$ cat config.mk
export PLATFORM = sky130hd
export DESIGN_NAME = mqtt_publish_deframer_unit
export DESIGN_NICKNAME = d
export VERILOG_FILES = /design/src/mpd_pkg.sv /design/src/mpd_parser.sv /design/src/mqtt_publish_deframer_unit.sv
export VERILOG_INCLUDE_DIRS = /design/src /design/src/src
export SDC_FILE = /design/constraint.sdc
export NUM_CORES = 1
export LEC_CHECK = 0
export BUFFER_PORTS_ARGS = -buffer_cell sky130_fd_sc_hd__buf_4
export CAP_MARGIN = 20
export CORE_MARGIN = 5
export CORE_UTILIZATION = 62
export CTS_CLUSTER_DIAMETER = 100
export DETAILED_ROUTE_END_ITERATION = 10
export PLACE_DENSITY = 0.81
export SLEW_MARGIN = 20
export SYNTH_ARGS = -nofsm -noshare
export SYNTH_HDL_FRONTEND = slang
export SYNTH_SLANG_ARGS = --single-unit
$ cat constraint.sdc
create_clock -name clk_i -period 6.6 [get_ports clk_i]
set_input_delay 1.98 -clock clk_i [delete_from_list [all_inputs] [get_ports clk_i]]
set_output_delay 1.98 -clock clk_i [all_outputs]
set_load 0.05 [all_outputs]
$ cat src/mqtt_publish_deframer_unit_assert.svh
// assertion macros for the mqtt publish deframer
`ifndef MQTT_PUBLISH_DEFRAMER_UNIT_ASSERT_SVH
`define MQTT_PUBLISH_DEFRAMER_UNIT_ASSERT_SVH
`ifndef SYNTHESIS
// same-cycle implication, disabled during reset
`define MPD_ASSERT(lbl, pre, con, msg) \
  lbl: assert property (@(posedge clk_i) disable iff (!rst_ni) (pre) |-> (con)) \
    else $error(msg);
// next-cycle implication, disabled during reset
`define MPD_ASSERT_NXT(lbl, pre, con, msg) \
  lbl: assert property (@(posedge clk_i) disable iff (!rst_ni) (pre) |=> (con)) \
    else $error(msg);
`else
`define MPD_ASSERT(lbl, pre, con, msg)
`define MPD_ASSERT_NXT(lbl, pre, con, msg)
`endif
`endif

$ cat src/mpd_pkg.sv
// shared types and constants of the mqtt publish deframer
package mpd_pkg;

  localparam int MAX_MESSAGE_DEF = 1024;
  localparam int TOPIC_BYTES_DEF = 32;
  localparam int TOPIC_MAX       = 32;
  localparam int TOPIC_IDX_W     = $clog2(TOPIC_MAX);
  localparam int RL_W            = 28;
  localparam int TL_W            = 16;
  localparam int LBS_W           = 3;
  localparam int OUT_LEN_W       = 11;

  localparam logic [7:0] HDR_PUBLISH_QOS0 = 8'h30;

  typedef enum logic [3:0] {
    ST_OK           = 4'd0,
    ST_TOO_SHORT    = 4'd1,
    ST_NOT_PUBLISH  = 4'd2,
    ST_LENGTH_CUT   = 4'd3,
    ST_BAD_REMAIN   = 4'd4,
    ST_BAD_TOPICLEN = 4'd5,
    ST_TOPIC_MISM   = 4'd6,
    ST_EMPTY_PAY    = 4'd7,
    ST_OVERFLOW     = 4'd8
  } status_e;

  // chunk flags captured with the last byte
  typedef struct packed {
    logic overflow;
    logic too_short;
    logic header_ok;
    logic length_done;
    logic mismatch;
  } snap_flags_t;

endpackage

$ cat src/mpd_parser.sv
// per-byte chunk parser with snapshot of the chunk state on the last byte
module mpd_parser #(
  parameter int MAX_MESSAGE = mpd_pkg::MAX_MESSAGE_DEF,
  parameter int TOPIC_BYTES = mpd_pkg::TOPIC_BYTES_DEF,
  localparam int IW = $clog2(MAX_MESSAGE + 2)
) (
  input  logic                                  clk_i,
  input  logic                                  rst_ni,
  input  logic                                  take_i,
  input  logic [7:0]                            byte_i,
  input  logic                                  last_i,
  input  logic [mpd_pkg::TOPIC_MAX-1:0][7:0]    topic_i,
  output mpd_pkg::snap_flags_t                  snap_flags_o,
  output logic [mpd_pkg::RL_W-1:0]              snap_rl_o,
  output logic [mpd_pkg::TL_W-1:0]              snap_tl_o,
  output logic [IW-1:0]                         snap_lei_o,
  output logic [IW-1:0]                         snap_len_o
);
  import mpd_pkg::*;

  logic [IW-1:0]    idx_q, idx_d;
  logic             hok_q, hok_d;
  logic             ldone_q, ldone_d;
  logic [LBS_W-1:0] lbs_q, lbs_d;
  logic [RL_W-1:0]  rl_q, rl_d;
  logic [IW-1:0]    lei_q, lei_d;
  logic [TL_W-1:0]  tl_q, tl_d;
  logic [TL_W-1:0]  tpos_q, tpos_d;
  logic             mism_q, mism_d;
  logic             stop_q, stop_d;

  logic [4:0]       shamt;
  logic [7:0]       exp_byte;

  // shift of the current base-128 group
  always_comb begin
    unique case (lbs_q[1:0])
      2'd0:    shamt = 5'd0;
      2'd1:    shamt = 5'd7;
      2'd2:    shamt = 5'd14;
      default: shamt = 5'd21;
    endcase
  end

  // expected topic byte, zero past the configured topic size
  always_comb begin
    if (tpos_q < TL_W'(TOPIC_BYTES)) begin
      exp_byte = topic_i[tpos_q[TOPIC_IDX_W-1:0]];
    end else begin
      exp_byte = 8'h00;
    end
  end

  // next chunk state for the byte at hand
  always_comb begin
    idx_d   = idx_q;
    hok_d   = hok_q;
    ldone_d = ldone_q;
    lbs_d   = lbs_q;
    rl_d    = rl_q;
    lei_d   = lei_q;
    tl_d    = tl_q;
    tpos_d  = tpos_q;
    mism_d  = mism_q;
    stop_d  = stop_q;
    if (idx_q >= IW'(MAX_MESSAGE)) begin
      idx_d = IW'(MAX_MESSAGE + 1);
    end else begin
      idx_d = idx_q + IW'(1);
      priority if (idx_q == '0) begin
        hok_d = (byte_i == HDR_PUBLISH_QOS0);
      end else if (!ldone_q) begin
        rl_d  = rl_q + (RL_W'(byte_i[6:0]) << shamt);
        lbs_d = lbs_q + LBS_W'(1);
        if (!byte_i[7] || lbs_q >= LBS_W'(3)) begin
          ldone_d = 1'b1;
          lei_d   = idx_q + IW'(1);
        end
      end else if (idx_q == lei_q) begin
        tl_d = {byte_i, 8'h00};
      end else if (idx_q == lei_q + IW'(1)) begin
        tl_d = tl_q | {8'h00, byte_i};
      end else begin
        // topic bytes are compared, payload and trailing bytes only counted
        if (tpos_q < tl_q) begin
          if (!mism_q && !stop_q) begin
            if (byte_i != exp_byte) begin
              mism_d = 1'b1;
            end else if (byte_i == 8'h00) begin
              stop_d = 1'b1;
            end
          end
          tpos_d = tpos_q + TL_W'(1);
        end
      end
    end
  end

  // chunk state, cleared after the last byte
  always_ff @(posedge clk_i or negedge rst_ni) begin
    if (!rst_ni) begin
      idx_q   <= '0;
      hok_q   <= 1'b0;
      ldone_q <= 1'b0;
      lbs_q   <= '0;
      rl_q    <= '0;
      lei_q   <= '0;
      tl_q    <= '0;
      tpos_q  <= '0;
      mism_q  <= 1'b0;
      stop_q  <= 1'b0;
    end else if (take_i) begin
      if (last_i) begin
        idx_q   <= '0;
        hok_q   <= 1'b0;
        ldone_q <= 1'b0;
        lbs_q   <= '0;
        rl_q    <= '0;
        lei_q   <= '0;
        tl_q    <= '0;
        tpos_q  <= '0;
        mism_q  <= 1'b0;
        stop_q  <= 1'b0;
      end else begin
        idx_q   <= idx_d;
        hok_q   <= hok_d;
        ldone_q <= ldone_d;
        lbs_q   <= lbs_d;
        rl_q    <= rl_d;
        lei_q   <= lei_d;
        tl_q    <= tl_d;
        tpos_q  <= tpos_d;
        mism_q  <= mism_d;
        stop_q  <= stop_d;
      end
    end
  end

  // snapshot for the verdict stage
  always_ff @(posedge clk_i) begin
    if (take_i && last_i) begin
      snap_flags_o.overflow    <= (idx_d > IW'(MAX_MESSAGE));
      snap_flags_o.too_short   <= (idx_d <= IW'(2));
      snap_flags_o.header_ok   <= hok_d;
      snap_flags_o.length_done <= ldone_d;
      snap_flags_o.mismatch    <= mism_d;
      snap_rl_o                <= rl_d;
      snap_tl_o                <= tl_d;
      snap_lei_o               <= lei_d;
      snap_len_o               <= idx_d;
    end
  end

endmodule

$ cat src/mqtt_publish_deframer_unit.sv
// top level of the mqtt publish deframer: config registers, verdict stage, output
//
// usage:
//   the slave stream takes one received byte per transfer in tdata[7:0], with
//   tlast on the final byte of a chunk. every byte is parsed in the cycle it is
//   taken; one byte per cycle is sustained while the result stages have room.
//   a chunk gives exactly one result, on its last byte, on the master stream:
//   status, payload offset and payload length.
//   the chunk state is captured in the snapshot register on the transfer of
//   the last byte; the verdict is then registered in the output register,
//   which drives the master stream.
//   the apb port holds four 64-bit words of the expected topic at byte
//   addresses 0, 8, 16, 24; pready is always high. write the topic only
//   while no chunk is in flight.
//   reset clears the topic words, the chunk state and the valid flags of both result stages.
//   when the receiver stalls the result holds in the output register; one
//   more result waits in the snapshot stage, and only then does the input
//   stop taking bytes.
module mqtt_publish_deframer_unit #(
  parameter int MAX_MESSAGE = mpd_pkg::MAX_MESSAGE_DEF,
  parameter int TOPIC_BYTES = mpd_pkg::TOPIC_BYTES_DEF
) (
  input  logic        clk_i,
  input  logic        rst_ni,
  // slave stream
  input  logic        s_axis_tvalid_i,
  output logic        s_axis_tready_o,
  input  logic [7:0]  s_axis_tdata_i,   // [7:0] data_byte
  input  logic        s_axis_tlast_i,
  // master stream
  output logic        m_axis_tvalid_o,
  input  logic        m_axis_tready_i,
  output logic [31:0] m_axis_tdata_o,   // [3:0] status, [14:4] payload_offset,
                                        // [25:15] payload_length, [31:26] zero
  // configuration
  input  logic        psel_i,
  input  logic        penable_i,
  input  logic        pwrite_i,
  input  logic [4:0]  paddr_i,
  input  logic [63:0] pwdata_i,
  output logic [63:0] prdata_o,
  output logic        pready_o
);
  import mpd_pkg::*;

  localparam int IW = $clog2(MAX_MESSAGE + 2);

  logic [3:0][63:0]           topic_q;
  logic [TOPIC_MAX-1:0][7:0]  topic_bytes;

  logic                       s_acc;
  logic                       out_free;
  logic                       snap_valid_q;
  snap_flags_t                snap_flags;
  logic [RL_W-1:0]            snap_rl;
  logic [TL_W-1:0]            snap_tl;
  logic [IW-1:0]              snap_lei;
  logic [IW-1:0]              snap_len;

  logic [IW-1:0]              avail;
  logic [TL_W:0]              tl_plus2;
  logic [RL_W-1:0]            payload;
  status_e                    st;
  logic [OUT_LEN_W-1:0]       off;
  logic [OUT_LEN_W-1:0]       plen;

  logic                       m_valid_q;
  status_e                    st_q;
  logic [OUT_LEN_W-1:0]       off_q;
  logic [OUT_LEN_W-1:0]       plen_q;

  // apb register file
  assign pready_o = 1'b1;
  assign prdata_o = topic_q[paddr_i[4:3]];

  always_ff @(posedge clk_i or negedge rst_ni) begin
    if (!rst_ni) begin
      topic_q <= '0;
    end else if (psel_i && penable_i && pwrite_i && pready_o) begin
      topic_q[paddr_i[4:3]] <= pwdata_i;
    end
  end

  assign topic_bytes = topic_q;

  // input handshake
  assign out_free        = !m_valid_q || m_axis_tready_i;
  assign s_axis_tready_o = !snap_valid_q || out_free;
  assign s_acc           = s_axis_tvalid_i && s_axis_tready_o;

  mpd_parser #(
    .MAX_MESSAGE (MAX_MESSAGE),
    .TOPIC_BYTES (TOPIC_BYTES)
  ) u_parser (
    .clk_i        (clk_i),
    .rst_ni       (rst_ni),
    .take_i       (s_acc),
    .byte_i       (s_axis_tdata_i),
    .last_i       (s_axis_tlast_i),
    .topic_i      (topic_bytes),
    .snap_flags_o (snap_flags),
    .snap_rl_o    (snap_rl),
    .snap_tl_o    (snap_tl),
    .snap_lei_o   (snap_lei),
    .snap_len_o   (snap_len)
  );

  // snapshot stage valid
  always_ff @(posedge clk_i or negedge rst_ni) begin
    if (!rst_ni) begin
      snap_valid_q <= 1'b0;
    end else if (s_acc && s_axis_tlast_i) begin
      snap_valid_q <= 1'b1;
    end else if (out_free) begin
      snap_valid_q <= 1'b0;
    end
  end

  // verdict in priority order
  assign avail    = snap_len - snap_lei;
  assign tl_plus2 = (TL_W + 1)'(snap_tl) + (TL_W + 1)'(2);
  assign payload  = snap_rl - RL_W'(tl_plus2);

  always_comb begin
    off  = '0;
    plen = '0;
    priority if (snap_flags.overflow) begin
      st = ST_OVERFLOW;
    end else if (snap_flags.too_short) begin
      st = ST_TOO_SHORT;
    end else if (!snap_flags.header_ok) begin
      st = ST_NOT_PUBLISH;
    end else if (!snap_flags.length_done) begin
      st = ST_LENGTH_CUT;
    end else if (snap_rl <= RL_W'(2) || snap_rl > RL_W'(avail)) begin
      st = ST_BAD_REMAIN;
    end else if ((IW + 1)'(snap_lei) + (IW + 1)'(2) > (IW + 1)'(snap_len)) begin
      st = ST_LENGTH_CUT;
    end else if (snap_tl == '0 || RL_W'(tl_plus2) > snap_rl) begin
      st = ST_BAD_TOPICLEN;
    end else if (snap_flags.mismatch) begin
      st = ST_TOPIC_MISM;
    end else if (payload == '0) begin
      st = ST_EMPTY_PAY;
    end else begin
      st   = ST_OK;
      off  = OUT_LEN_W'(snap_lei) + OUT_LEN_W'(2) + OUT_LEN_W'(snap_tl);
      plen = OUT_LEN_W'(payload);
    end
  end

  // output register
  always_ff @(posedge clk_i or negedge rst_ni) begin
    if (!rst_ni) begin
      m_valid_q <= 1'b0;
    end else if (out_free) begin
      m_valid_q <= snap_valid_q;
    end
  end

  always_ff @(posedge clk_i) begin
    if (out_free && snap_valid_q) begin
      st_q   <= st;
      off_q  <= off;
      plen_q <= plen;
    end
  end

  assign m_axis_tvalid_o = m_valid_q;
  assign m_axis_tdata_o  = {6'b0, plen_q, off_q, st_q};

  `include "mqtt_publish_deframer_unit_assert.svh"

  `MPD_ASSERT(a_snap_free, s_acc && s_axis_tlast_i, !snap_valid_q || out_free, "snapshot overrun")
  `MPD_ASSERT_NXT(a_snap_moves, snap_valid_q && out_free, m_valid_q, "verdict transfer lost")
  `MPD_ASSERT(a_fail_zero, m_valid_q && st_q != ST_OK, off_q == '0 && plen_q == '0, "fields set on failure")
  `MPD_ASSERT(a_status_range, m_valid_q, st_q <= ST_OVERFLOW, "status code out of range")

endmodule
# --- Yosys cells after proc, flatten, opt, wreduce, memory -nomap -nowiden ---
# Index checks and enable logic that the tools add are counted.
totals:
  output_inout_bits: 99
  input_bits: 85
  register_bits: 444
classes:
  shift: 1
  n_addsub: 11
  magnitude_cmp: 13
  n_reduce_logical: 33
  n_bitwise: 3
  n_eq_ne: 12
  mux: 74
ops:
  columns: ["cell", "count"]
  rows:
  - ["$bwmux 256", 1]
  - ["$mux 16", 13]
  - ["$bmux 64 s2", 1]
  - ["$demux 64 s2", 1]
  - ["$mux 64", 2]
  - ["$mux 28", 4]
  - ["$mux 11", 7]
  - ["$bmux 8 s5", 1]
  - ["$mux 1", 30]
  - ["$add 28x28->28", 1]
  - ["$gt 17x28->1", 1]
  - ["$gt 28x11->1", 1]
  - ["$le 28x2->1 const B", 1]
  - ["$logic_not 28->1", 1]
  - ["$shl 7x5->28", 1]
  - ["$sub 28x17->28", 1]
  - ["$mux 3", 9]
  - ["$add 11x1->11 const B", 2]
  - ["$eq 11x11->1", 2]
  - ["$add 16x2->17 const B", 1]
  - ["$add 16x1->16 const B", 1]
  - ["$logic_not 16->1", 1]
  - ["$lt 16x16->1", 1]
  - ["$lt 16x6->1 const B", 1]
  - ["36 further kinds", 62]

# --- Longest topological paths before layout ---
depth:
  ltp_word: 13
  depth_mapped: 23

# --- Cells and area by module ---
# A second synthesis with hierarchy kept.
unflattened:
  cells_unflattened: 2360
  area_unflattened_um2: 27548.9
by_module_without_submodules:
  columns: ["module", "cells_per_inst", "instances", "area_per_inst_um2"]
  rows:
  - ["mqtt_publish_deframer_unit", 1238, 1, 15946.5]
  - ["mpd_parser", 1122, 1, 11602.4]

# --- Worst setup path after synthesis ---
# Ideal clock, no wire load.
synth_path:
  path_kind: "input -> output"
  start: "in paddr_i[3]"
  end: "out prdata_o[10]"
  path_stages: 4
  path_slack_ps: 832
  arrival_ps: 3788
  n_path_buf: 3
  required_ps: 4620
  cell_sequence: "clkbuf_1 -> buf_1 -> buf_1 -> mux4_2"
synth_between:
  elab_chain_len: 2
synth_rtl:
  columns: ["element", "line_no", "rtl"]
  rows:
  - ["start, declared", "mqtt_publish_deframer_unit.sv:39", "input logic [4:0] paddr_i,"]
  - ["$bmux 64 s2", "mqtt_publish_deframer_unit.sv:74", "assign prdata_o = topic_q[paddr_i[4:3]];"]
  - ["$mux 64 (not written as such)", "mqtt_publish_deframer_unit.sv:74", null]
  - ["end, declared", "mqtt_publish_deframer_unit.sv:41", "output logic [63:0] prdata_o,"]
# No other way between the ends. The select of a mux whose other input is x is not followed.

# --- Final worst setup path ---
layout_path:
  start: "in paddr_i[3]"
  end: "out prdata_o[27]"
# The elaborated chain is that of the path after synthesis.

==> impl_metrics.json <==
{
  "outcome": "finished clean",
  "crit_path_top_delay_cell": "buf_4",
  "synth_top_area_share": 0.321,
  "root_buffer": "clkbuf_16",
  "drive_gt1_frac": 0.287,
  "final_common_cell": "dfrtp_1",
  "max_slew.worst_pin.slew_ns": 1.14,
  "r2r-start": "u_parser.lbs_q[0]",
  "drc_errors": 0,
  "use_met1": 0.373,
  "setup_tns_ns": 0,
  "clk_pin_slew_ns": 0.06,
  "skew_ns": 0.0261,
  "cts_sinks": 444,
  "fp.dieH_um": 219,
  "synth_area_leaders": "dfrtp_1 32%, mux4_2 11%, mux2_2 11%",
  "first_global_vias": 20900,
  "rsz0062_at_grt": "false",
  "yosysSeqAreaShare": 0.429,
  "grt_overflow": 0,
  "dp_hpwl_mm": 49.4,
  "static-leakage-power_uw": 0.0128,
  "worstHoldPathCells": 1,
  "ys_ff_latch": 444,
  "synth_edf_count": 97,
  "hp-class": "flop to flop",
  "die_x_um": 219,
  "hold_viol_final": 0,
  "post_drt_wl_per_cell_um": 23.1,
  "grt_use_met3": 0.0593,
  "portBuffers": 173,
  "syn_area_per_cell_um2": 11.7,
  "die_area_um2": 47900,
  "drv_cap": 0,
  "globalplace.congestion": 0.905,
  "worstPathCellList": "buf_4 -> buf_4 -> mux4_2 -> buf_4",
  "cts_buffer_depth": 3,
  "timing.rr.end": "u_parser.snap_rl_o[27]",
  "core_area_um2": 43100,
  "max_freq_mhz": 172,
  "synth_cells": 2311,
  "cts_setup_buffers": 0,
  "drt_wl_total_mm": 70.4,
  "r2r_slack_ns": 0.94,
  "initial_utilization": 0.628,
  "ys_warn_count": 0,
  "layout_common_cells": "344 x dfrtp_1, 268 x mux2_2, 192 x buf_4",
  "worst-setup-path-type": "input pin to output pin",
  "final_antenna_net_count": 0,
  "numCtsBuffers": 47,
  "clk_latency_ns": 0.59,
  "ctsHoldBuffers": 0,
  "setup_viol": 0,
  "cts_tree": "yes",
  "use_met2": 0.500,
  "cp-endpoint": "prdata_o[27]",
  "period_needed_ns": 5.82,
  "busiest_layer": "met2",
  "num_rows": 76,
  "required_ns": 4.62,
  "cts_resized": 0,
  "num_vias": 20100,
  "drt_iter0_drc": 1862,
  "cellPowerDensity_nw_per_um2": 346,
  "startpoint": "paddr_i[3]",
  "synth_area_um2": 27000,
  "grt.total_usage": 0.296,
  "synthArstFlopShare": 0.782,
  "cp.arrival_ns": 3.84,
  "area_delta_synth_final_pct": 12.2,
  "vdd_drop_max_mv": 0.294,
  "first_pass_iters": 6,
  "final_nets": 2636,
  "slew_headroom": 0.237,
  "grt_start_max_net_pins": 136,
  "io_pins": 184,
  "max_stage_delay_ns": 0.67,
  "finalPower_uw": 10500,
  "ys_dominant_reg_cell": "dfrtp_1",
  "finalMaxSlewViolations": 0,
  "endpoint_kind": "output pin",
  "start_kind": "input pin",
  "grt_pass1_wl_mm": 113,
  "fin_crit_sh": 0.882,
  "synth_top_cell_by_area": "dfrtp_1",
  "crit_path_frequent_cell": "buf_4",
  "htree_levels": 2,
  "viasPerCell": 6.59,
  "crit_fanout": 42,
  "reg2reg_depth": 18,
  "ys_types": 79,
  "antenna_found_initial": 1
}
## worst min-delay path by stage
stage,slack [ns],startpoint,endpoint
detailed placement,0.48,snap_valid_q,m_axis_tvalid_o
floorplan,0.45,snap_valid_q,m_axis_tvalid_o
global placement,0.46,snap_valid_q,m_axis_tvalid_o
finish,0.51,snap_valid_q,m_axis_tvalid_o
global route,0.54,u_parser.lbs_q[2],u_parser.lbs_q[2]
CTS,0.52,u_parser.lbs_q[2],u_parser.lbs_q[2]
## cell usage after synthesis (21+ instances only)
master / number
a21oi_1: 77
o21ai_0: 108
mux2i_1: 37
clkbuf_1: 105
ha_1: 121
dfrtp_1: 347
xnor2_1: 66
nor3_1: 31
a21o_1: 29
nand3_1: 53
and3_1: 34
a22o_1: 46
mux2_2: 268
nor2_1: 108
nand2_1: 141
nor4_1: 21
nand4_1: 27
edfxtp_1: 97
inv_1: 94
mux4_2: 136
xor2_1: 39
nor2b_1: 27
## logic make-up after synthesis
| logic type | synth area share |
|---|---|
| AO/OA/AOI/OAI | 0.103 |
| XOR/XNOR | 0.0340 |
| adder cells (fa/ha/maj) | 0.0589 |
| buffers and inverters | 0.0334 |
| flip-flops | 0.429 |
| multiplexers | 0.239 |
| other | 0.000278 |
| AND/OR/NAND/NOR | 0.103 |
## metal layers
metal,part of all wire,up-vias
met5,0,-
met1,0.38,10100
met2,0.50,853
li1,-,8929
met3,0.076,195
met4,0.046,0
## power by group
part	leakage, uW	internal [uW]	total (uW)	switching [uW]
clock network	0.000740	1470	2620	1150
registers	0.00532	3350	3910	561
logic	0.00673	1780	3960	2180
total	0.0128	6600	10500	3890
## through the flow
stage	instances	hold WS (ns)	area (um^2)	setup slack, ns	util
floorplan	2316	0.449	27100	0.832	-
detailed placement	2962	0.480	28800	0.527	0.669
CTS	3050	0.519	30300	0.713	0.704
global placement	2962	0.462	28800	0.567	0.669
finish	3051	0.507	30400	0.780	0.705
global route	3050	0.541	30300	0.501	0.705
## worst max-delay path: cells and delay by family
family                 cells  cell delay [ns]
muxes                      1             0.57
buffers and inverters      3             1.26
## state kept, by name, indices dropped and copies added (netlist names), 16 cells and up
name	count
topic_bytes	256
u_parser.rl_q	28
u_parser.snap_rl_o	28
u_parser.snap_tl_o	16
u_parser.tl_q	16
u_parser.tpos_q	16
## cell type report
class,instances,area [um^2]
Fill cell,2955,12700
Timing Repair Buffer,196,1520
Inverter,96,360
Clock buffer,61,1320
Multi-Input combinational cell,1641,14600
Tap cell,585,732
Clock inverter,27,224
Sequential cell,444,11600
Antenna cell,1,2.50
(Power assumes the default switching activity.)
